==> src/ump_pkg.sv <==
`timescale 1ns / 1ps
// ----------------------------------------------------------------------------
// ump_pkg
// Shared widths, fixed-point constants and the CORDIC arctangent table for the
// unicycle motion step unit.
// ----------------------------------------------------------------------------
package ump_pkg;

	localparam int FRAC_BITS = 16;
	localparam int TRIG_Q    = 30;
	localparam int ANG_SHIFT = TRIG_Q - FRAC_BITS;

	localparam int POS_W   = 24;
	localparam int HEAD_W  = 20;
	localparam int SPEED_W = 17;
	localparam int RATE_W  = 17;
	localparam int DT_W    = 16;

	localparam int ANG_W  = 36;
	localparam int Z_W    = 34;
	localparam int XY_W   = 34;
	localparam int NH_W   = 20;
	localparam int DVS_W  = 17;

	localparam int REDUCE_STEPS = 3;
	localparam int PREP_STAGES  = REDUCE_STEPS + 1;
	localparam int ATAN_ENTRIES = 24;

	localparam logic [DT_W-1:0] TIME_STEP_RST = 16'd6554;

	localparam logic signed [ANG_W-1:0] PI_Q30      = 36'sd3373259426;
	localparam logic signed [ANG_W-1:0] HALF_PI_Q30 = 36'sd1686629713;
	localparam logic signed [ANG_W-1:0] TWO_PI_Q30  = 36'sd6746518852;
	localparam logic signed [XY_W-1:0]  GAIN_Q30    = 34'sd652032875;

	function automatic logic signed [Z_W-1:0] atan_q30(input int idx);
		logic signed [Z_W-1:0] r;
		case (idx)
			0:  r = 34'sd843314857;
			1:  r = 34'sd497837829;
			2:  r = 34'sd263043837;
			3:  r = 34'sd133525159;
			4:  r = 34'sd67021687;
			5:  r = 34'sd33543516;
			6:  r = 34'sd16775851;
			7:  r = 34'sd8388437;
			8:  r = 34'sd4194283;
			9:  r = 34'sd2097149;
			10: r = 34'sd1048576;
			11: r = 34'sd524288;
			12: r = 34'sd262144;
			13: r = 34'sd131072;
			14: r = 34'sd65536;
			15: r = 34'sd32768;
			16: r = 34'sd16384;
			17: r = 34'sd8192;
			18: r = 34'sd4096;
			19: r = 34'sd2048;
			20: r = 34'sd1024;
			21: r = 34'sd512;
			22: r = 34'sd256;
			23: r = 34'sd128;
			default: r = '0;
		endcase
		return r;
	endfunction

endpackage

==> src/ump_angle_prep.sv <==
`timescale 1ns / 1ps
// ----------------------------------------------------------------------------
// ump_angle_prep
// Reduces a Q.30 angle to (-pi, pi] by whole turns, one turn per stage, then
// folds it into [-pi/2, pi/2] and flags the sign flip of sin and cos.
// ----------------------------------------------------------------------------
module ump_angle_prep (
	input  logic                                clk,
	input  logic                                en,
	input  logic signed [ump_pkg::ANG_W-1:0]    a_in,
	output logic signed [ump_pkg::Z_W-1:0]      z_out,
	output logic                                neg_out
);
	import ump_pkg::*;

	logic signed [ANG_W-1:0] red_s [REDUCE_STEPS];
	logic signed [ANG_W-1:0] fold_w;
	logic signed [Z_W-1:0]   z_s;
	logic                    neg_s;

	for (genvar i = 0; i < REDUCE_STEPS; i++) begin : g_red
		logic signed [ANG_W-1:0] ap;
		if (i == 0) begin : g_first
			assign ap = a_in;
		end else begin : g_next
			assign ap = red_s[i-1];
		end
		always_ff @(posedge clk) begin
			if (en) begin
				if (ap > PI_Q30)
					red_s[i] <= ap - TWO_PI_Q30;
				else if (ap <= -PI_Q30)
					red_s[i] <= ap + TWO_PI_Q30;
				else
					red_s[i] <= ap;
			end
		end
	end

	always_comb begin
		if (red_s[REDUCE_STEPS-1] > HALF_PI_Q30)
			fold_w = red_s[REDUCE_STEPS-1] - PI_Q30;
		else if (red_s[REDUCE_STEPS-1] < -HALF_PI_Q30)
			fold_w = red_s[REDUCE_STEPS-1] + PI_Q30;
		else
			fold_w = red_s[REDUCE_STEPS-1];
	end

	always_ff @(posedge clk) begin
		if (en) begin
			z_s   <= fold_w[Z_W-1:0];
			neg_s <= (red_s[REDUCE_STEPS-1] > HALF_PI_Q30) ||
			         (red_s[REDUCE_STEPS-1] < -HALF_PI_Q30);
		end
	end

	assign z_out   = z_s;
	assign neg_out = neg_s;

endmodule

==> config.mk <==
export PLATFORM = sky130hd
export DESIGN_NAME = ump_angle_prep
export DESIGN_NICKNAME = d
export VERILOG_FILES = /design/src/ump_pkg.sv /design/src/ump_angle_prep.sv
export SDC_FILE = /design/constraint.sdc
export NUM_CORES = 1
export LEC_CHECK = 0
export ABC_CLOCK_PERIOD_IN_PS = 8100
export BUFFER_PORTS_ARGS = -buffer_cell sky130_fd_sc_hd__buf_2
export CAP_MARGIN = 20
export CORE_MARGIN = 5
export CORE_UTILIZATION = 44
export CTS_CLUSTER_SIZE = 28
export DETAILED_ROUTE_END_ITERATION = 10
export GPL_TIMING_DRIVEN = 0
export PLACE_DENSITY = 0.58
export SYNTH_ARGS = -nofsm -noshare
export SYNTH_HDL_FRONTEND = slang
export SYNTH_SLANG_ARGS = --single-unit
==> constraint.sdc <==
create_clock -name clk -period 8.1 [get_ports clk]
set_clock_uncertainty 0.05 [all_clocks]
set_input_delay 2.025 -clock clk [delete_from_list [all_inputs] [get_ports clk]]
set_output_delay 2.025 -clock clk [all_outputs]
set_load 0.01 [all_outputs]
* Word level (Yosys, flattened, before mapping)
Memories as Yosys holds them, arrays and structs flattened.
Index checks and enable logic that the tools add are counted.
** Operators by class
- Add/sub/neg operators :: 8
- Multipliers :: 0
- Divide/modulo/power cells :: 0
- Magnitude comparators :: 8
- Eq/ne operators :: 0
- Shift-type cells :: 0
- Muxes and demuxes :: 41
- Bitwise operators :: 6
- Reductions and logical operators :: 1
** Operators by type and width (count)
- two-way mux 36 bit :: 6
- adder 36 x 34 -> 36 bit, second input constant :: 3
- greater-than comparator 36 x 33 -> 1 bit, second input constant :: 3
- less-or-equal comparator 36 x 33 -> 1 bit, second input constant :: 3
- subtractor 36 x 34 -> 36 bit, second input constant :: 3
- two-way mux 34 bit :: 2
- greater-than comparator 36 x 32 -> 1 bit, second input constant :: 1
- < comparator 36 x 32 -> 1 bit, second input constant :: 1
- adder 34 x 33 -> 34 bit, second input constant :: 1
- subtractor 34 x 33 -> 34 bit, second input constant :: 1
- two-way mux 1 bit :: 33
- bitwise OR 1 bit :: 6
- logical OR 1 bit :: 1
** Storage, ports and cells
- Register bits after elaboration :: 35
- Bits in latches :: 0
- Memory bits (writable) :: 108
- Memory bits (read-only) :: 0
- Bits of input ports :: 38
- Output and inout bits :: 35
- Memories kept :: 1
** Memory list
- red_s :: words 3, width 36, rd ports 3, clocked after Yosys merged registers in 0, wr ports 3, line ump_angle_prep.sv:16 : logic signed [ANG_W-1:0] red_s [REDUCE_STEPS];

* Depth between registers and ports, before layout
An unclocked memory read counts as a cell.
- Depth in word-level cells :: 8
- Mapped depth :: 19
- Gate-level depth less buffers :: 17

* Least setup slack after synthesis
No wires, ideal clock.
- Kind :: in2reg
- Start :: input port a_in[22] in the netlist's numbering
- End :: memory red_s[0][33], data pin
- Setup time :: 0.278 ns
- Arrival :: 6.567 ns
- Path slack :: 1.205 ns
- Stages on the path :: 17
- Path buffers :: 0
- Path through :: or4_1 -> a211o_1 -> a211oi_1 -> nor2_1 -> a2111o_1 -> a21bo_2 -> inv_1 -> ha_1 -> a21o_1 -> a21o_1 -> a21o_1 -> o2bb2ai_1 -> a2111oi_0 -> o31ai_1 -> a21o_1 -> a2111oi_0 -> a221oi_1
** RTL lines
- start, declared :: line ump_angle_prep.sv:10 : input logic signed [ump_pkg::ANG_W-1:0] a_in,
- end, declared :: line ump_angle_prep.sv:16

==> flow_summary.ini <==
[cells_and_area]
diodes = 0
area_growth_pct = 11.7
drive_gt1_frac = 0.101
postLayoutCellArea_mm2 = 0.0137
num-nets-final = 1603

[clock_network]
cts_setup_buffers = 0
hold_buffers = 0
cts_tree = built
cts_root_buf = clkbuf_16
clock_sinks = 143
cts_buffer_depth = 2
numCtsBuffers = 17
insertion_delay_ns = 0.42
path_clk_slew_ns = 0.06
htreeDepth = 4

[sta]
rsz0062_at_grt = no
finalHoldViolCount = 0
fin_ws_ns = 0.248
fmax_mhz = 127
worst_slew_pin_slew_ns = 1.05
setup_viol = 0
drv_slew = 0
maxSlewHeadroom = 0.283
layout_min_cycle_time_ns = 7.85
whs_ns = 0.467
fin_crit_sh = 0.969

[drt]
ant_nets = 0
drc_errors = 0
via_per_inst = 5.82
routed_wl_um = 32600
wl_per_cell_um = 17.3
dr.pass1.iters = 5
vias = 11000
drt_iter0_drc = 608

[place]
portBuffers = 72
dpl.hpwl_um = 26100
place_congestion = 0.915
dp_slack_ns = -0.281
post_dp_cell_area_mm2 = 0.0131

[worst_hold_path]
hold_path_end = red_s[2][0]
hold_depth = 0
min_path_type = reg -> reg
worstHoldStart = red_s[1][0]

[critical_path]
crit_family = compound AO/OA/AOI/OAI gates
ff2ff_path_depth = 18
crit_arrival_ns = 7.95
crit_path_end_kind = register
path_class = in -> reg
reg2reg_setup_slack_ns = 1.72
worst-path-max-fanout = 20
start_kind = primary input
timing.rr.end = red_s[1][28]
rr_startpoint = red_s[0][35]
crit_buf_inv = 2
required_ns = 8.20
crit_chain = buf_2, or4_1, nor4_1, and3_1, nor4b_1, o21ai_0, a21bo_2, inv_1, ha_1, and3_1, nand2_1, a211o_1, a2111oi_0, o21bai_1, a31oi_1, mux2i_1, o21ai_0
cp_slowest_stage_delay_ns = 0.91
slowest_stage = a2111oi_0

[floorplanning]
die_area_mm2 = 0.0314
fp-row-count = 61
die_h_um = 177
die_w_um = 177
coreArea_mm2 = 0.0277
start_util = 0.444
io_pins = 73

[logic_synthesis]
yosys-top-cells-area = edfxtp_1 35%, ha_1 7.1%, nand2_1 5.0%
synthCells = 1401
synth-edff-count = 143
synthDistinctLibCells = 83
syn_area_mm2 = 0.0123
yosys-top-cells-count = 164 x nand2_1, 143 x edfxtp_1, 116 x o21ai_0
synth_most_common_cell = nand2_1
synth_area_leader_cell = edfxtp_1
ys.flop_type = edfxtp_1
synthArstFlopShare = 0
syn_nets = 1511
ys_ff_latch = 143
synth-seq-area-share = 0.349
ys_warn_count = 0
synth_top_area_frac = 0.349
avgSynthCellArea_um2 = 8.77

[global_routing]
grt_pass1_wl_um = 53200
grt_pass1_vias = 10900
antenna_found_initial = 0
grt.total_usage = 0.209
grt_remaining_overflow = 0
grt_max_degree = 37

[outcome]
status = complete, no violations

[power_and_ir_drop]
peakVddDrop_mv = 0.155
p_leak_nw = 5.26
power.density_cell_area_mw_per_mm2 = 283

[job]
drv_cap = 0
==> metal layers <==
metal | global-route usage | wire length [µm]
met5 | 0 | 0
met4 | 0.0909 | 1390
met3 | 0.0286 | 1260
met2 | 0.400 | 17000
met1 | 0.229 | 12900
==> how the worst max path moves through the flow <==
stage / startpoint / to / slack [ns] / cells after the start
finish: a_in[35] / red_s[0][34] / 0.25 / 17
global route: a_in[10] / red_s[0][34] / 0.03 / 17
CTS: a_in[35] / red_s[0][33] / 0.17 / 18
detailed placement: a_in[35] / red_s[0][33] / -0.28 / 18
global placement: en / red_s[1][28] / -0.91 / 15
floorplan: a_in[22] / red_s[0][33] / 1.20 / 17
==> state kept, by name, summed over array words and instances (netlist names) <==
name,cells
red_s,108
neg_out,1
z_out,34
==> metrics by stage <==
step | util | cells | total power, mW | setup TNS, ns
2_1_floorplan | - | 1401 | 2.64 | 0
3_3_place_gp | 0.474 | 1851 | 3.11 | -8.83
3_5_place_dp | 0.475 | 1852 | 3.12 | -0.555
4_1_cts | 0.496 | 1884 | 3.90 | 0
5_1_grt | 0.496 | 1884 | 4.17 | 0
6_report | 0.496 | 1884 | 3.89 | 0
==> layout make-up <==
type,count,area (µm²)
Fill cell,2725,14000
Multi-Input combinational cell,1137,7520
Sequential cell,143,4290
Tap cell,378,473
Clock buffer,17,425
Timing Repair Buffer,73,375
Buffer,70,290
Inverter,51,191
Clock inverter,15,160
==> cell usage in the layout (no fill, tap or decap), types with 6 or more instances in the layout <==
cell / count
clkbuf_1: 53
a31o_2: 6
edfxtp_1: 143
clkbuf_16: 17
a21o_1: 52
nand2b_1: 9
xor2_1: 61
nand2_1: 164
and3_1: 20
or4_1: 10
o211ai_1: 11
or2_2: 9
nand4_1: 24
ha_1: 70
o32ai_1: 7
a21boi_0: 6
buf_2: 79
a31oi_1: 18
a211oi_1: 12
or3_1: 14
nor3_1: 30
a21oi_1: 94
o21bai_1: 15
o21a_1: 18
nor4_1: 18
xnor2_1: 55
nor2_1: 79
o21ai_0: 116
nor2b_1: 7
and2_1: 8
inv_1: 51
o31ai_1: 24
nand3_1: 36
o22ai_1: 9
o2bb2ai_1: 7
nand4b_1: 6
==> kinds of logic after synthesis <==
logic type                 synth area share
buffers and inverters                0.0389
and+or+nand+nor                       0.188
AOI/OAI and AO/OA                     0.262
xor gates and xnor gates             0.0827
muxes                               0.00499
adders and majority gates            0.0745
DFF                                   0.349
==> report_power, final <==
group | internal (mW) | switching, mW | leakage [nW]
registers | 1.16 | 0.157 | 1.40
logic | 0.712 | 1.09 | 3.58
clock network | 0.457 | 0.308 | 0.284
total | 2.33 | 1.56 | 5.26
==> worst reg2reg max path, cell delays in order (launching register included) <==
cell      delay (ns)
edfxtp_1        0.50
nor4_1          0.66
nand2_1         0.10
nor4_1          0.47
and4_1          0.30
o21ai_0         0.12
a22oi_2         0.44
buf_8           0.22
inv_1           0.34
ha_1            0.48
nor2b_1         0.15
o21ai_0         0.23
a21oi_1         0.15
o211ai_1        0.31
o31ai_1         0.21
o311ai_0        0.69
a21oi_1         0.20
o21a_1          0.22
o31ai_1         0.32
==> repair_timing <==
action	4_1_cts	5_1_grt
hold endpoints to repair	0	0
setup endpoints to repair	0	1
resized for setup	0	1
No activity file was read; power rests on OpenSTA's default activity.
