==> src/ump_pkg.sv <==
`timescale 1ns / 1ps
// ----------------------------------------------------------------------------
// ump_pkg
// Shared widths, fixed-point constants and the CORDIC arctangent table for the
// unicycle motion step unit.
// ----------------------------------------------------------------------------
package ump_pkg;

	localparam int FRAC_BITS = 16;
	localparam int TRIG_Q    = 30;
	localparam int ANG_SHIFT = TRIG_Q - FRAC_BITS;

	localparam int POS_W   = 24;
	localparam int HEAD_W  = 20;
	localparam int SPEED_W = 17;
	localparam int RATE_W  = 17;
	localparam int DT_W    = 16;

	localparam int ANG_W  = 36;
	localparam int Z_W    = 34;
	localparam int XY_W   = 34;
	localparam int NH_W   = 20;
	localparam int DVS_W  = 17;

	localparam int REDUCE_STEPS = 3;
	localparam int PREP_STAGES  = REDUCE_STEPS + 1;
	localparam int ATAN_ENTRIES = 24;

	localparam logic [DT_W-1:0] TIME_STEP_RST = 16'd6554;

	localparam logic signed [ANG_W-1:0] PI_Q30      = 36'sd3373259426;
	localparam logic signed [ANG_W-1:0] HALF_PI_Q30 = 36'sd1686629713;
	localparam logic signed [ANG_W-1:0] TWO_PI_Q30  = 36'sd6746518852;
	localparam logic signed [XY_W-1:0]  GAIN_Q30    = 34'sd652032875;

	function automatic logic signed [Z_W-1:0] atan_q30(input int idx);
		logic signed [Z_W-1:0] r;
		case (idx)
			0:  r = 34'sd843314857;
			1:  r = 34'sd497837829;
			2:  r = 34'sd263043837;
			3:  r = 34'sd133525159;
			4:  r = 34'sd67021687;
			5:  r = 34'sd33543516;
			6:  r = 34'sd16775851;
			7:  r = 34'sd8388437;
			8:  r = 34'sd4194283;
			9:  r = 34'sd2097149;
			10: r = 34'sd1048576;
			11: r = 34'sd524288;
			12: r = 34'sd262144;
			13: r = 34'sd131072;
			14: r = 34'sd65536;
			15: r = 34'sd32768;
			16: r = 34'sd16384;
			17: r = 34'sd8192;
			18: r = 34'sd4096;
			19: r = 34'sd2048;
			20: r = 34'sd1024;
			21: r = 34'sd512;
			22: r = 34'sd256;
			23: r = 34'sd128;
			default: r = '0;
		endcase
		return r;
	endfunction

endpackage

==> src/ump_cordic.sv <==
`timescale 1ns / 1ps
// ----------------------------------------------------------------------------
// ump_cordic
// Rotation-mode CORDIC in Q4.30, one micro-rotation per stage, gain applied
// up front. Carries the fold flag alongside.
// ----------------------------------------------------------------------------
module ump_cordic #(
	parameter int STEPS = 16
) (
	input  logic                              clk,
	input  logic                              en,
	input  logic signed [ump_pkg::Z_W-1:0]    z_in,
	input  logic                              neg_in,
	output logic signed [ump_pkg::XY_W-1:0]   x_out,
	output logic signed [ump_pkg::XY_W-1:0]   y_out,
	output logic                              neg_out
);
	import ump_pkg::*;

	logic signed [XY_W-1:0] x_s   [STEPS];
	logic signed [XY_W-1:0] y_s   [STEPS];
	logic signed [Z_W-1:0]  z_s   [STEPS];
	logic                   neg_s [STEPS];

	for (genvar i = 0; i < STEPS; i++) begin : g_step
		logic signed [XY_W-1:0] xp, yp, xsh, ysh;
		logic signed [Z_W-1:0]  zp;
		logic                   np;
		if (i == 0) begin : g_first
			assign xp = GAIN_Q30;
			assign yp = '0;
			assign zp = z_in;
			assign np = neg_in;
		end else begin : g_next
			assign xp = x_s[i-1];
			assign yp = y_s[i-1];
			assign zp = z_s[i-1];
			assign np = neg_s[i-1];
		end
		assign xsh = xp >>> i;
		assign ysh = yp >>> i;
		always_ff @(posedge clk) begin
			if (en) begin
				if (zp >= 0) begin
					x_s[i] <= xp - ysh;
					y_s[i] <= yp + xsh;
					z_s[i] <= zp - atan_q30(i);
				end else begin
					x_s[i] <= xp + ysh;
					y_s[i] <= yp - xsh;
					z_s[i] <= zp + atan_q30(i);
				end
				neg_s[i] <= np;
			end
		end
	end

	assign x_out   = x_s[STEPS-1];
	assign y_out   = y_s[STEPS-1];
	assign neg_out = neg_s[STEPS-1];

endmodule

==> config.mk <==
export PLATFORM = sky130hd
export DESIGN_NAME = ump_cordic
export DESIGN_NICKNAME = d
export VERILOG_FILES = /design/src/ump_pkg.sv /design/src/ump_cordic.sv
export SDC_FILE = /design/constraint.sdc
export NUM_CORES = 2
export LEC_CHECK = 0
export BUFFER_PORTS_ARGS = -buffer_cell sky130_fd_sc_hd__buf_2
export CORE_ASPECT_RATIO = 1.75
export CORE_MARGIN = 1
export CORE_UTILIZATION = 53
export CTS_CLUSTER_DIAMETER = 200
export CTS_CLUSTER_SIZE = 24
export DETAILED_ROUTE_END_ITERATION = 16
export HOLD_SLACK_MARGIN = 0.05
export PLACE_DENSITY = 0.73
export SYNTH_ARGS = -nofsm -noshare
export SYNTH_HDL_FRONTEND = slang
export SYNTH_SLANG_ARGS = --single-unit
==> constraint.sdc <==
create_clock -name clk -period 7 [get_ports clk]
set_clock_uncertainty 0.15 [all_clocks]
set_input_delay 0.35 -clock clk [delete_from_list [all_inputs] [get_ports clk]]
set_output_delay 0.35 -clock clk [all_outputs]
set_load 0.02 [all_outputs]
Word-level counts from Yosys, hierarchy flattened
Memory sizes are Yosys's and may differ from the RTL's.
Index checks and enable logic that the tools add are counted.
{"block": "word_totals", "inputBits": 37, "out_inout_bits": 69, "wordCells": 306, "reg_bits": 0, "mem_bits_rw": 1648, "mem_count": 4}
{"block": "op_classes", "order_cmp": 16, "add_sub_neg": 92, "bitwise": 48, "mux": 146}
{"name": "x_s", "depth": 16, "word_bits": 34, "rd": 16, "rd_ports_with_merged_regs": 0, "write_ports": 16, "line": "ump_cordic.sv:20", "text": "logic signed [XY_W-1:0] x_s [STEPS];"}
{"name": "y_s", "depth": 16, "word_bits": 34, "rd": 16, "rd_ports_with_merged_regs": 0, "write_ports": 16, "line": "ump_cordic.sv:21", "text": "logic signed [XY_W-1:0] y_s [STEPS];"}
{"name": "z_s", "depth": 16, "word_bits": 34, "rd": 15, "rd_ports_with_merged_regs": 0, "write_ports": 16, "line": "ump_cordic.sv:22", "text": "logic signed [Z_W-1:0] z_s [STEPS];"}
{"name": "neg_s", "depth": 16, "word_bits": 1, "rd": 16, "rd_ports_with_merged_regs": 0, "write_ports": 16, "line": "ump_cordic.sv:23", "text": "logic neg_s [STEPS];"}
{"operator": "$mux 34", "n": 48}
{"operator": "$ge 34x1->1 const B", "n": 16}
{"operator": "$mux 1", "n": 98}
{"operator": "$add 34x19->34", "n": 2}
{"operator": "$add 34x20->34", "n": 2}
{"operator": "$add 34x21->34", "n": 2}
{"operator": "$add 34x22->34", "n": 2}
{"operator": "$add 34x22->34 const B", "n": 2}
{"operator": "$add 34x23->34", "n": 2}
{"operator": "$add 34x24->34", "n": 2}
{"operator": "$add 34x25->34", "n": 2}
{"operator": "$add 34x26->34", "n": 2}
{"operator": "$add 34x27->34", "n": 2}
{"operator": "$add 34x28->34", "n": 2}
{"operator": "$add 34x29->34", "n": 2}
{"operator": "$add 34x30->34", "n": 2}
{"operator": "$add 34x31->34", "n": 2}
{"operator": "$add 34x32->34", "n": 2}
{"operator": "$add 34x33->34", "n": 2}
{"operator": "$sub 34x19->34", "n": 2}
{"operator": "$sub 34x20->34", "n": 2}
{"operator": "$sub 34x21->34", "n": 2}
{"operator": "$sub 34x22->34", "n": 2}
{"operator": "$sub 34x22->34 const B", "n": 2}
{"operator": "40 further kinds", "n": 98}

Logic depth before layout (Yosys ltp)
An unclocked memory read counts as a cell.
{"block": "depth", "depth_word": 6, "depth_mapped": 24, "ltp_nobuf": 23}

Least setup slack after synthesis
Ideal clock, no wire load.
{"block": "synth_path", "path_kind": "input port to flip-flop", "startpoint": "in en", "endpoint": "mem x_s[4][32] (netlist: x_s[0][168]) (data pin)", "t_required_ns": 6.592, "arrival_time_ns": 5.618, "setup_slack_ns": 0.974, "setup_ns": 0.258, "stages": 23, "path_buffers": 7, "cell_sequence": "buf_2 > nand2_1 > clkbuf_1 > buf_2 > buf_1 > buf_1 > buf_1 > clkbuf_1 > nand2_1 > o21ai_0 > inv_1 > fa_1 > nor2b_1 > o21a_1 > o21ai_0 > a2111oi_0 > a311o_1 > a22oi_1 > o41ai_1 > a21oi_1 > o21ai_0 > a21oi_1 > xnor2_1"}
{"item": "start: declaration", "line": "ump_cordic.sv:11", "text": "input logic en,"}
{"item": "end: declaration", "line": "ump_cordic.sv:20"}

==> impl_results.md <==
- Status: complete, no violations
- Final instance count without filler cells: 16400
- Hold_ws: 0.134 ns
- Cells after Synth: about 13000
- Clk buf depth: 3
- Initial DRC Count: 5053
- #FFs+latches synth: 1426
- Ys flop type: edfxtp_1
- Dpl hpwl: 285000 microns
- Post-synth EDFFs: 1426
- Syn Std Cell Area: 123000 sq um
- Rel. slew slack: 6.73%
- Skew-Pair Late Insertion Delay: 0.75 ns
- Setup Buffers After CTS: 0
- Worst reg2reg path depth: 19
- Clock-pin slew on the worst setup and hold paths: 0.10 ns
- Crit path max fanout: 5
- Area share of the largest cell type after synthesis: 34.7%
- Pre-antenna DRT Iters: 8
- Synth warnings: 0
- Total negative setup slack: 0 ns
- Pins Over Slew Limit: 0
- Die ar.: 235000 sq um
- Fmax: approximately 160 MHz
- Setup crit end kind: register
- Async SR Flop Fraction: 0%
- Area leader, netlist: edfxtp_1
- DRT Wirelength: approximately 360000 microns
- Core ar.: 232000 sq um
- Netlist cell types: between 100 and 150
- Antenna violations before repair: 5
- Layout area overhead: 4.79%
- Proportion of layout cells with a drive suffix above 1: 3.49%
- Final Instance Area: about 130000 sq um
- First-pass GRT wire length: 543000 microns
- Placed Area: 127000 sq um
- TritonCTS clock tree: built
- Worst-Margin Slew: 1.39 ns
- Vias post-DR: roughly 100k
- Width of the die: 367 microns
- Vias in the first global route: between 100k and 150k
- Arrival time worst endpoint: about 6.4 ns
- Total Nets Final: 14600
- Top cells by area, synth: edfxtp_1 (35%), ha_1 (12%), xnor2_1 (9.1%)
- Most frequent cells in the layout: edfxtp_1 (1426), a21oi_1 (1353), xnor2_1 (1279)
- Final Hold Fails: 0
- All-Layer GR Usage: around 30%
- Worst Hold Depth: 3
- H-tree depth: 3
- Avg WL per Cell: around 22 microns
- Initial Util: 53.3%
- Die Y: between 600 and 700 microns
- # DRC: 0
- Routed Antenna Nets: 0
- CP Launch Type: register
- RD Place Congestion: 1.09
- Data required time of the worst path: 7.33 ns
- Gr ovfl total: 0
- Tcrit/Tclk final: 87.2%
- Unrepaired setup endpoints after global routing: false
- Clk root buf: clkbuf_16
- Placed Cells: 16200
- TritonCTS Buffers: 69
- Commonest non-fill, non-tap cell in the layout: edfxtp_1
- Avg Inst Size Synth: 9.22 sq um
- Rows: 234
- I/O pin cnt: about 110
- Kind of critical path: reg2reg
- Seq/Total Area, Yosys: 34.7%
- Via-to-Cell Ratio: just over 6
- Number of buffers added on ports: 105
- Worst hold path class: in2reg
- CTS Sinks: 1426
- Final setup vio count: 0
- R2R Setup Slk: 0.90 ns
- MaxCap Viol Count: 0
- Largest net degree at the start of global routing: 153
- Final Critical Period: 6.10 ns
## final timing paths
path               start           to
max          y_s[0][106]  x_s[0][169]
min             z_in[11]   z_s[0][11]
max reg2reg  y_s[0][106]  x_s[0][169]
min reg2reg  neg_s[0][3]  neg_s[0][4]
## Yosys cell counts, drive strengths merged, types with 206 or more instances
| library cell | count |
|---|---|
| nor2 | 1072 |
| o21a | 206 |
| a21oi | 1354 |
| edfxtp | 1426 |
| xnor2 | 1279 |
| inv | 530 |
| nand3 | 241 |
| a21o | 579 |
| ha | 1190 |
| o21ai | 789 |
| nor3 | 335 |
| nand2 | 877 |
| clkbuf | 347 |
| xor2 | 636 |
## through the flow
stage	utilization, %	setup WS (ns)
6_report	55.8	0.896
5_1_grt	55.8	0.596
4_1_cts	55.8	1.00
3_5_place_dp	54.9	0.989
3_3_place_gp	54.9	0.993
2_1_floorplan	-	0.974
## state kept, by name, indices dropped and copies added, names as in the netlist
signal,cells
z_s,397
x_s,502
neg_s,16
y_s,511
## kinds of logic after synthesis
| family | count (synthesis) | share of synthesized area [%] |
|---|---|---|
| multiplexers | 86 | 0.734 |
| XOR/XNOR | 1915 | 13.6 |
| adder cells (fa/ha/maj) | 1246 | 12.8 |
| buffers and inverters | 969 | 2.96 |
| AND/OR/NAND/NOR | 3619 | 14.1 |
| other | 2 | 0.00608 |
| flip-flops | 1426 | 34.7 |
| AO/OA/AOI/OAI | 4125 | 21.2 |
## layout make-up
type | count | area, sq um
Sequential cell | 1426 | 42800
Tap cell | 3068 | 3840
Fill cell | 20900 | 102000
Timing Repair Buffer | 257 | 1830
Inverter | 534 | 2000
Antenna cell | 2 | 5.00
Multi-Input combinational cell | 11000 | 77100
Clock buffer | 70 | 1750
Clock inverter | 5 | 70.1
## repair_timing
| item | in CTS | in global routing |
|---|---|---|
| gates resized for setup | 0 | 0 |
| hold endpoints to repair | 60 | 0 |
| hold buffers | 38 | 0 |
## per-layer routing
metal | share of wire, % | wire, microns | vias up | GRT usage (%)
met5 | 0.0056 | 20 | - | 0
met4 | 13 | 45600 | 2 | 32.8
met3 | 3.1 | 11000 | 1624 | 3.57
met2 | 56 | 199000 | 2711 | 60.8
met1 | 28 | 99700 | 47300 | 21.1
li1 | - | - | 49100 | -
## worst max-delay path, cell delays in order (launching register included)
cell and delay (ns):
edfxtp_1 0.46, inv_1 0.12, ha_1 0.17, nand2_1 0.08, nor3_1 0.45, nand2_1 0.29, nor4_1 1.08, inv_1 0.18
o21ai_0 0.27, xnor2_1 0.15, ha_1 0.30, a21o_1 0.20, a21oi_1 0.14, o21ai_0 0.15, a2111oi_0 0.45, o311ai_0 0.23
and2_1 0.25, a221oi_1 0.39, o21ai_0 0.19, xnor2_1 0.15
Power is left out: the tool's default activity adds up to more than one toggle a clock period on the data nets, which glitch-free logic cannot reach.
