## src/ump_pkg.sv

```systemverilog
`timescale 1ns / 1ps
// ----------------------------------------------------------------------------
// ump_pkg
// Shared widths, fixed-point constants and the CORDIC arctangent table for the
// unicycle motion step unit.
// ----------------------------------------------------------------------------
package ump_pkg;

	localparam int FRAC_BITS = 16;
	localparam int TRIG_Q    = 30;
	localparam int ANG_SHIFT = TRIG_Q - FRAC_BITS;

	localparam int POS_W   = 24;
	localparam int HEAD_W  = 20;
	localparam int SPEED_W = 17;
	localparam int RATE_W  = 17;
	localparam int DT_W    = 16;

	localparam int ANG_W  = 36;
	localparam int Z_W    = 34;
	localparam int XY_W   = 34;
	localparam int NH_W   = 20;
	localparam int DVS_W  = 17;

	localparam int REDUCE_STEPS = 3;
	localparam int PREP_STAGES  = REDUCE_STEPS + 1;
	localparam int ATAN_ENTRIES = 24;

	localparam logic [DT_W-1:0] TIME_STEP_RST = 16'd6554;

	localparam logic signed [ANG_W-1:0] PI_Q30      = 36'sd3373259426;
	localparam logic signed [ANG_W-1:0] HALF_PI_Q30 = 36'sd1686629713;
	localparam logic signed [ANG_W-1:0] TWO_PI_Q30  = 36'sd6746518852;
	localparam logic signed [XY_W-1:0]  GAIN_Q30    = 34'sd652032875;

	function automatic logic signed [Z_W-1:0] atan_q30(input int idx);
		logic signed [Z_W-1:0] r;
		case (idx)
			0:  r = 34'sd843314857;
			1:  r = 34'sd497837829;
			2:  r = 34'sd263043837;
			3:  r = 34'sd133525159;
			4:  r = 34'sd67021687;
			5:  r = 34'sd33543516;
			6:  r = 34'sd16775851;
			7:  r = 34'sd8388437;
			8:  r = 34'sd4194283;
			9:  r = 34'sd2097149;
			10: r = 34'sd1048576;
			11: r = 34'sd524288;
			12: r = 34'sd262144;
			13: r = 34'sd131072;
			14: r = 34'sd65536;
			15: r = 34'sd32768;
			16: r = 34'sd16384;
			17: r = 34'sd8192;
			18: r = 34'sd4096;
			19: r = 34'sd2048;
			20: r = 34'sd1024;
			21: r = 34'sd512;
			22: r = 34'sd256;
			23: r = 34'sd128;
			default: r = '0;
		endcase
		return r;
	endfunction

endpackage

```

## src/ump_div.sv

```systemverilog
`timescale 1ns / 1ps
// ----------------------------------------------------------------------------
// ump_div
// Pipelined restoring divider: one quotient bit per stage, unsigned.
// ----------------------------------------------------------------------------
module ump_div (
	input  logic                            clk,
	input  logic                            en,
	input  logic [ump_pkg::NH_W-1:0]        num_in,
	input  logic [ump_pkg::DVS_W-1:0]       dvs_in,
	output logic [ump_pkg::NH_W-1:0]        q_out
);
	import ump_pkg::*;

	logic [DVS_W-1:0] rem_s [NH_W];
	logic [NH_W-1:0]  num_s [NH_W];
	logic [NH_W-1:0]  q_s   [NH_W];
	logic [DVS_W-1:0] dvs_s [NH_W];

	for (genvar k = 0; k < NH_W; k++) begin : g_bit
		logic [DVS_W-1:0] rp, dp;
		logic [NH_W-1:0]  np, qp;
		logic [DVS_W:0]   trial, diff;
		if (k == 0) begin : g_first
			assign rp = '0;
			assign np = num_in;
			assign qp = '0;
			assign dp = dvs_in;
		end else begin : g_next
			assign rp = rem_s[k-1];
			assign np = num_s[k-1];
			assign qp = q_s[k-1];
			assign dp = dvs_s[k-1];
		end
		assign trial = {rp, np[NH_W-1]};
		assign diff  = trial - {1'b0, dp};
		always_ff @(posedge clk) begin
			if (en) begin
				if (trial >= {1'b0, dp}) begin
					rem_s[k] <= diff[DVS_W-1:0];
					q_s[k]   <= {qp[NH_W-2:0], 1'b1};
				end else begin
					rem_s[k] <= trial[DVS_W-1:0];
					q_s[k]   <= {qp[NH_W-2:0], 1'b0};
				end
				num_s[k] <= {np[NH_W-2:0], 1'b0};
				dvs_s[k] <= dp;
			end
		end
	end

	assign q_out = q_s[NH_W-1];

endmodule

```

## config.mk

```make
export PLATFORM = sky130hd
export DESIGN_NAME = ump_div
export DESIGN_NICKNAME = d
export VERILOG_FILES = /design/src/ump_pkg.sv /design/src/ump_div.sv
export SDC_FILE = /design/constraint.sdc
export NUM_CORES = 2
export LEC_CHECK = 0
export ABC_AREA = 1
export BUFFER_PORTS_ARGS = -buffer_cell sky130_fd_sc_hd__buf_2
export CAP_MARGIN = 25
export CORE_MARGIN = 4
export CORE_UTILIZATION = 46
export CTS_BUF_LIST = sky130_fd_sc_hd__clkbuf_4 sky130_fd_sc_hd__clkbuf_8
export DETAILED_ROUTE_END_ITERATION = 16
export PLACE_DENSITY = 0.66
export SETUP_SLACK_MARGIN = 0.05
export SYNTH_ARGS = -nofsm -noshare
export SYNTH_HDL_FRONTEND = slang
export SYNTH_SLANG_ARGS = --single-unit
```

## constraint.sdc

```tcl
create_clock -name clk -period 2.4 [get_ports clk]
set_input_delay 0.48 -clock clk [delete_from_list [all_inputs] [get_ports clk]]
set_output_delay 0.48 -clock clk [all_outputs]
set_load 0.005 [all_outputs]
```

# Word level (Yosys, flattened, before mapping)
# Memory sizes are Yosys's and may differ from the RTL's.
# Cells that the tools add are included.
# op_classes
bitwise_logic	40
magnitude_cmp	20
n_mux	162
addsub	20
# op_table
operator	n
20-bit 2-to-1 mux	20
18-bit by 17-bit >= comparator with 1-bit output	19
17-bit 2-to-1 mux	20
17-bit subtractor	19
1-bit 2-to-1 mux	122
1-bit OR	40
1-bit by 17-bit >= comparator with 1-bit output	1
1-bit by 17-bit subtractor with 17-bit output	1
# word_totals
mem_bits_rw	1460
n_memories	4
ff_bits	0
elab_cells	246
in_bits	39
# mem_list
memory	words	width	read_ports	rd_ports_with_merged_regs	wr	line	rtl
q_s	20	20	20	0	20	ump_div.sv:17	logic [NH_W-1:0] q_s [NH_W];
num_s	20	19	19	0	20	ump_div.sv:16	logic [NH_W-1:0] num_s [NH_W];
dvs_s	20	17	19	0	20	ump_div.sv:18	logic [DVS_W-1:0] dvs_s [NH_W];
rem_s	20	17	19	0	20	ump_div.sv:15	logic [DVS_W-1:0] rem_s [NH_W];

# Logic depth before layout (Yosys ltp)
# An unclocked memory read counts as a cell.
# depth
depth_word	6
ltp_mapped	15
depth_no_buf	14

# Worst setup path after synthesis
# No wires, ideal clock.
# synth_path
kind	register to register
from	memory num_s[15][18] (netlist bit)
to	memory rem_s[16][6] (data pin)
stages_incl_launch_ff	16
arrival_ns	1.988
synth_period_minus_slack_ns	2.241
path_slack_ns	0.159
required_ns	2.148
path_cell_list	edfxtp_1 > inv_1 > ha_1 > inv_1 > fa_1 > nand2_1 > nand2_1 > nand3b_1 > nand2_1 > nand2_1 > nand2_1 > nand2_2 > nand2_2 > buf_2 > nand2_1 > nand2_1
# synth_rtl
element	line
start, declared	ump_div.sv:16
end, declared	ump_div.sv:15

==> summary.md <==
| Metric | Value |
|---|---|
| Transition time at the pin with the least slew margin | `between 0.6 and 0.7 ns` |
| Final Critical Period | `~2.3 ns` |
| Hold depth | `2` |
| Post-Synthesis Mean Instance Area | `between 8 and 9 um^2` |
| Final Worst Setup Slack | `slightly below 0.1 ns` |
| Final count of hold timing violations | `0` |
| Remaining antenna violation count | `0` |
| Post-placement setup slack | `-0.169 ns` |
| Most frequent standard cell in the layout excluding fill and tap cells | `sky130_fd_sc_hd__nand2_1` |
| Critical Setup Path Class | `reg -> reg` |
| Cell taking the most area after synthesis | `sky130_fd_sc_hd__edfxtp_1` |
| Maximum number of pins on one net before global-route repair | `130` |
| Skew final | `~0.058 ns` |
| Status | `completed` |
| Worst reg2reg path startpoint | `dvs_s[10][0]` |
| Worst Path Required | `around 3.0 ns` |
| Vias in the first global route | `slightly above 40000` |
| Clock Path Buffers | `3` |
| Critical-path maximum fanout | `5` |
| CTS H-Tree Depth | `4` |
| Num CTS Buffers | `176` |
| Unrepaired setup endpoints after global routing | `yes` |
| First-pass detailed-route iteration total | `7` |
| Count of cell types in the netlist | `38` |
| Global-route met1 utilization | `between 20% and 30%` |
| Max-slew headroom | `53.4%` |
| Met3 Track Usage GR | `under 10%` |
| Highest clock frequency the design can meet | `0.435 GHz` |
| Worst Setup End Kind | `flip-flop` |
| Via-to-Cell Ratio | `4.89` |
| CP Data Arrival Time | `2.94 ns` |
| Startpoint type of the worst setup path | `flip-flop` |
| Antenna violations before repair | `2` |
| Cell count after placement | `just over 8000` |
| Cell row count | `~130` |
| Fraction of post-synthesis cell area in the top cell type by area | `approximately 55%` |
| Path type of the worst min-delay path | `in -> reg` |
| Worst hold path endpoint | `num_s[0][18]` |
| Layout-stage area growth over the synthesis result | `17.0%` |
| Cell leakage power | `roughly 0.033 uW` |
| Clock network latency to the later pin of the worst-skew pair | `0.92 ns` |
| Synthesized netlist cell count | `6468` |
| Average wire per standard cell | `around 16 um` |
| Clock tree sinks | `between 1000 and 1500` |
| Share of layout cells above drive strength 1 | `between 10% and 20%` |
| GPL Wtd Cong | `about 0.9` |
| Commonest cells after routing, fill and taps aside | `2295 x sky130_fd_sc_hd__nand2_1, 1256 x sky130_fd_sc_hd__inv_1, 1045 x sky130_fd_sc_hd__edfxtp_1` |
| Total grt overflow | `0` |
| Horiz. Die Dim | `362 um` |
| I/O Buffers | `slightly below 60` |
| Top area cells in the synthesized netlist | `sky130_fd_sc_hd__edfxtp_1 55%, sky130_fd_sc_hd__nand2_1 16%, sky130_fd_sc_hd__inv_1 8.2%` |
| Drt drc | `0` |
| Max-cap check violation count | `0` |
| Clock tree from TritonCTS | `built` |
| Starting utilization of the core area | `between 40% and 50%` |
| Period utilization | `between 90% and 100%` |
| Met2 track utilization from global routing | `35.7%` |
| Final Non-Filler Cells | `a little under 9000` |
| Hold path start | `num_in[18]` |
| Die footprint | `around 130000 um^2` |
| Post-Synthesis Cell Area | `approximately 57000 um^2` |
| Count of pins over their slew limit | `0` |
| Overall power | `about 75000 uW` |
| Flop and latch count out of synthesis | `about 1000` |
| Detailed-route via count | `42699` |
| Wire length reported by the detailed router | `141 mm` |
| Clock Pin Slew Worst Setup and Hold Paths | `around 0.060 ns` |
| Logic depth of the worst register-to-register path | `13` |
| Buffer type at the clock tree root | `sky130_fd_sc_hd__clkbuf_8` |
| I/O pins | `59` |
| Placeable core region | `roughly 120000 um^2` |
| Wire length of the first global-routing pass | `220 mm` |
| Setup slack of the worst register-to-register path | `roughly 0.099 ns` |
| Total of endpoints with negative setup slack in the final report | `0` |
| Yosys synthesis warning count | `0` |
| Die Y | `approximately 360 um` |
| Detailed placer's ending HPWL | `approximately 100 mm` |
| FILL cells | `between 10000 and 15000` |
| Maximum resistive drop on vdd | `between 0.6 and 0.7 mV` |
| DRC marker count from the first detailed-route iteration | `just over 3000` |
| Syn_nets | `just under 7000` |
| Seq/Total Area, Yosys | `a little over half` |
| Overall routing resource usage | `roughly a fifth` |
| Net total in the final layout | `around 7300` |
| Most heavily used metal layer in global routing | `met2` |
| Reg2reg end | `rem_s[11][3]` |
| Cell area power density | `about 1100 nW/um^2` |
-- cell usage after synthesis --
| cell type | n |
|---|---|
| sky130_fd_sc_hd__a21o_1 | 2 |
| sky130_fd_sc_hd__a21oi_1 | 191 |
| sky130_fd_sc_hd__a21oi_2 | 2 |
| sky130_fd_sc_hd__a21oi_4 | 5 |
| sky130_fd_sc_hd__a31oi_4 | 10 |
| sky130_fd_sc_hd__and2_1 | 30 |
| sky130_fd_sc_hd__buf_2 | 25 |
| sky130_fd_sc_hd__buf_4 | 15 |
| sky130_fd_sc_hd__buf_6 | 11 |
| sky130_fd_sc_hd__clkbuf_1 | 29 |
| sky130_fd_sc_hd__dfxtp_1 | 1 |
| sky130_fd_sc_hd__edfxtp_1 | 1045 |
| sky130_fd_sc_hd__fa_1 | 18 |
| sky130_fd_sc_hd__ha_1 | 325 |
| sky130_fd_sc_hd__inv_1 | 1261 |
| sky130_fd_sc_hd__inv_2 | 2 |
| sky130_fd_sc_hd__nand2_1 | 2384 |
| sky130_fd_sc_hd__nand2_2 | 23 |
| sky130_fd_sc_hd__nand2_4 | 12 |
| sky130_fd_sc_hd__nand3_1 | 542 |
| sky130_fd_sc_hd__nand3_2 | 1 |
| sky130_fd_sc_hd__nand3b_1 | 2 |
| sky130_fd_sc_hd__nand4_1 | 22 |
| sky130_fd_sc_hd__nor2_1 | 236 |
| sky130_fd_sc_hd__nor2_2 | 1 |
| sky130_fd_sc_hd__nor3_1 | 58 |
| sky130_fd_sc_hd__nor3_2 | 10 |
| sky130_fd_sc_hd__nor4_1 | 2 |
| sky130_fd_sc_hd__o21a_1 | 1 |
| sky130_fd_sc_hd__o21ai_0 | 16 |
| sky130_fd_sc_hd__o21ai_1 | 18 |
| sky130_fd_sc_hd__o21bai_1 | 7 |
| sky130_fd_sc_hd__or2_1 | 13 |
| sky130_fd_sc_hd__or2_2 | 5 |
| sky130_fd_sc_hd__or3_1 | 4 |
| sky130_fd_sc_hd__or3b_1 | 3 |
| sky130_fd_sc_hd__xnor2_1 | 38 |
| sky130_fd_sc_hd__xor2_1 | 98 |
-- how the worst max path moves through the flow --
stage / from / cells after the start / endpoint
final: dvs_s[10][0] / 13 / rem_s[11][3]
after floorplan: num_s[15][18] / 15 / rem_s[16][6]
after global placement: dvs_s[13][0] / 13 / rem_s[14][3]
after CTS: dvs_s[13][0] / 12 / rem_s[14][3]
after global routing: dvs_s[10][0] / 13 / rem_s[11][3]
after detailed placement: rem_s[15][1] / 9 / rem_s[16][5]
-- kinds of logic (layout without fill, tap and decap cells) --
logic type / after synthesis / in the layout / share of synthesized area, %
AOI/OAI and AO/OA: 252 / 252 / 2.63
xor gates and xnor gates: 136 / 136 / 2.07
adders and majority gates: 343 / 343 / 7.70
buffers and inverters: 1343 / 1959 / 9.06
DFF: 1046 / 1046 / 54.6
other: 0 / 1 / 0
and+or+nand+nor: 3348 / 3363 / 23.9
-- per-layer routing --
| metal | part of all wire (%) | vias up |
|---|---|---|
| met5 | 0 | - |
| met4 | 2.9 | 0 |
| met3 | 4.6 | 263 |
| met2 | 48 | 1013 |
| met1 | 45 | 19716 |
| li1 | - | 21707 |
-- registers in the layout, summed over array words and instances, names as in the netlist --
register	count
rem_s	323
dvs_s	323
q_s	210
num_s	190
-- per-stage QoR --
stage | hold WS, ns | cell area, um^2 | utilization (%) | setup TNS [ns]
after floorplan | 0.400 | 57500 | - | 0
after global placement | 0.400 | 61300 | 49.5 | -6.21
after detailed placement | 0.405 | 61300 | 49.5 | -7.89
after CTS | 0.158 | 65500 | 52.8 | 0
after global routing | 0.215 | 67200 | 54.2 | -0.310
final | 0.277 | 67200 | 54.2 | 0
-- where the power goes --
group	switching [uW]	internal, uW
sequential	2630	24900
combinational	19700	11800
clock	7390	8660
-- timing repair --
item / CTS / global route
buffers inserted: 14 / 50
pin swaps: 11 / 95
hold buffers: 38 / 0
gates cloned: 3 / 18
endpoints found under the hold margin: 72 / 0
gates resized for setup: 39 / 268
endpoints found under the setup margin: 266 / 309
-- cell type report --
cell class | count | area [um^2] | share of cell area [%]
Clock buffer | 219 | 2750 | 4.09
Timing Repair Buffer | 383 | 3300 | 4.91
Multi-Input combinational cell | 4094 | 22200 | 33.1
Clock inverter | 94 | 757 | 1.13
Antenna cell | 1 | 2.50 | 0.00372
Tap cell | 1637 | 2050 | 3.05
Inverter | 1263 | 4740 | 7.05
Sequential cell | 1046 | 31400 | 46.7
-- worst max-delay path: stages, from the launching register on --
cell and delay [ns]:
sky130_fd_sc_hd__edfxtp_1 0.45, sky130_fd_sc_hd__ha_2 0.23, sky130_fd_sc_hd__fa_2 0.41, sky130_fd_sc_hd__inv_2 0.06
sky130_fd_sc_hd__nand2_2 0.04, sky130_fd_sc_hd__nand2_2 0.08, sky130_fd_sc_hd__nand3_2 0.06, sky130_fd_sc_hd__nand2_2 0.10
sky130_fd_sc_hd__nand2_2 0.07, sky130_fd_sc_hd__nand2_2 0.10, sky130_fd_sc_hd__nand2_4 0.11, sky130_fd_sc_hd__clkbuf_16 0.19
sky130_fd_sc_hd__nand3_2 0.06, sky130_fd_sc_hd__nand2_1 0.06
Power figures use the tool's default switching activity.
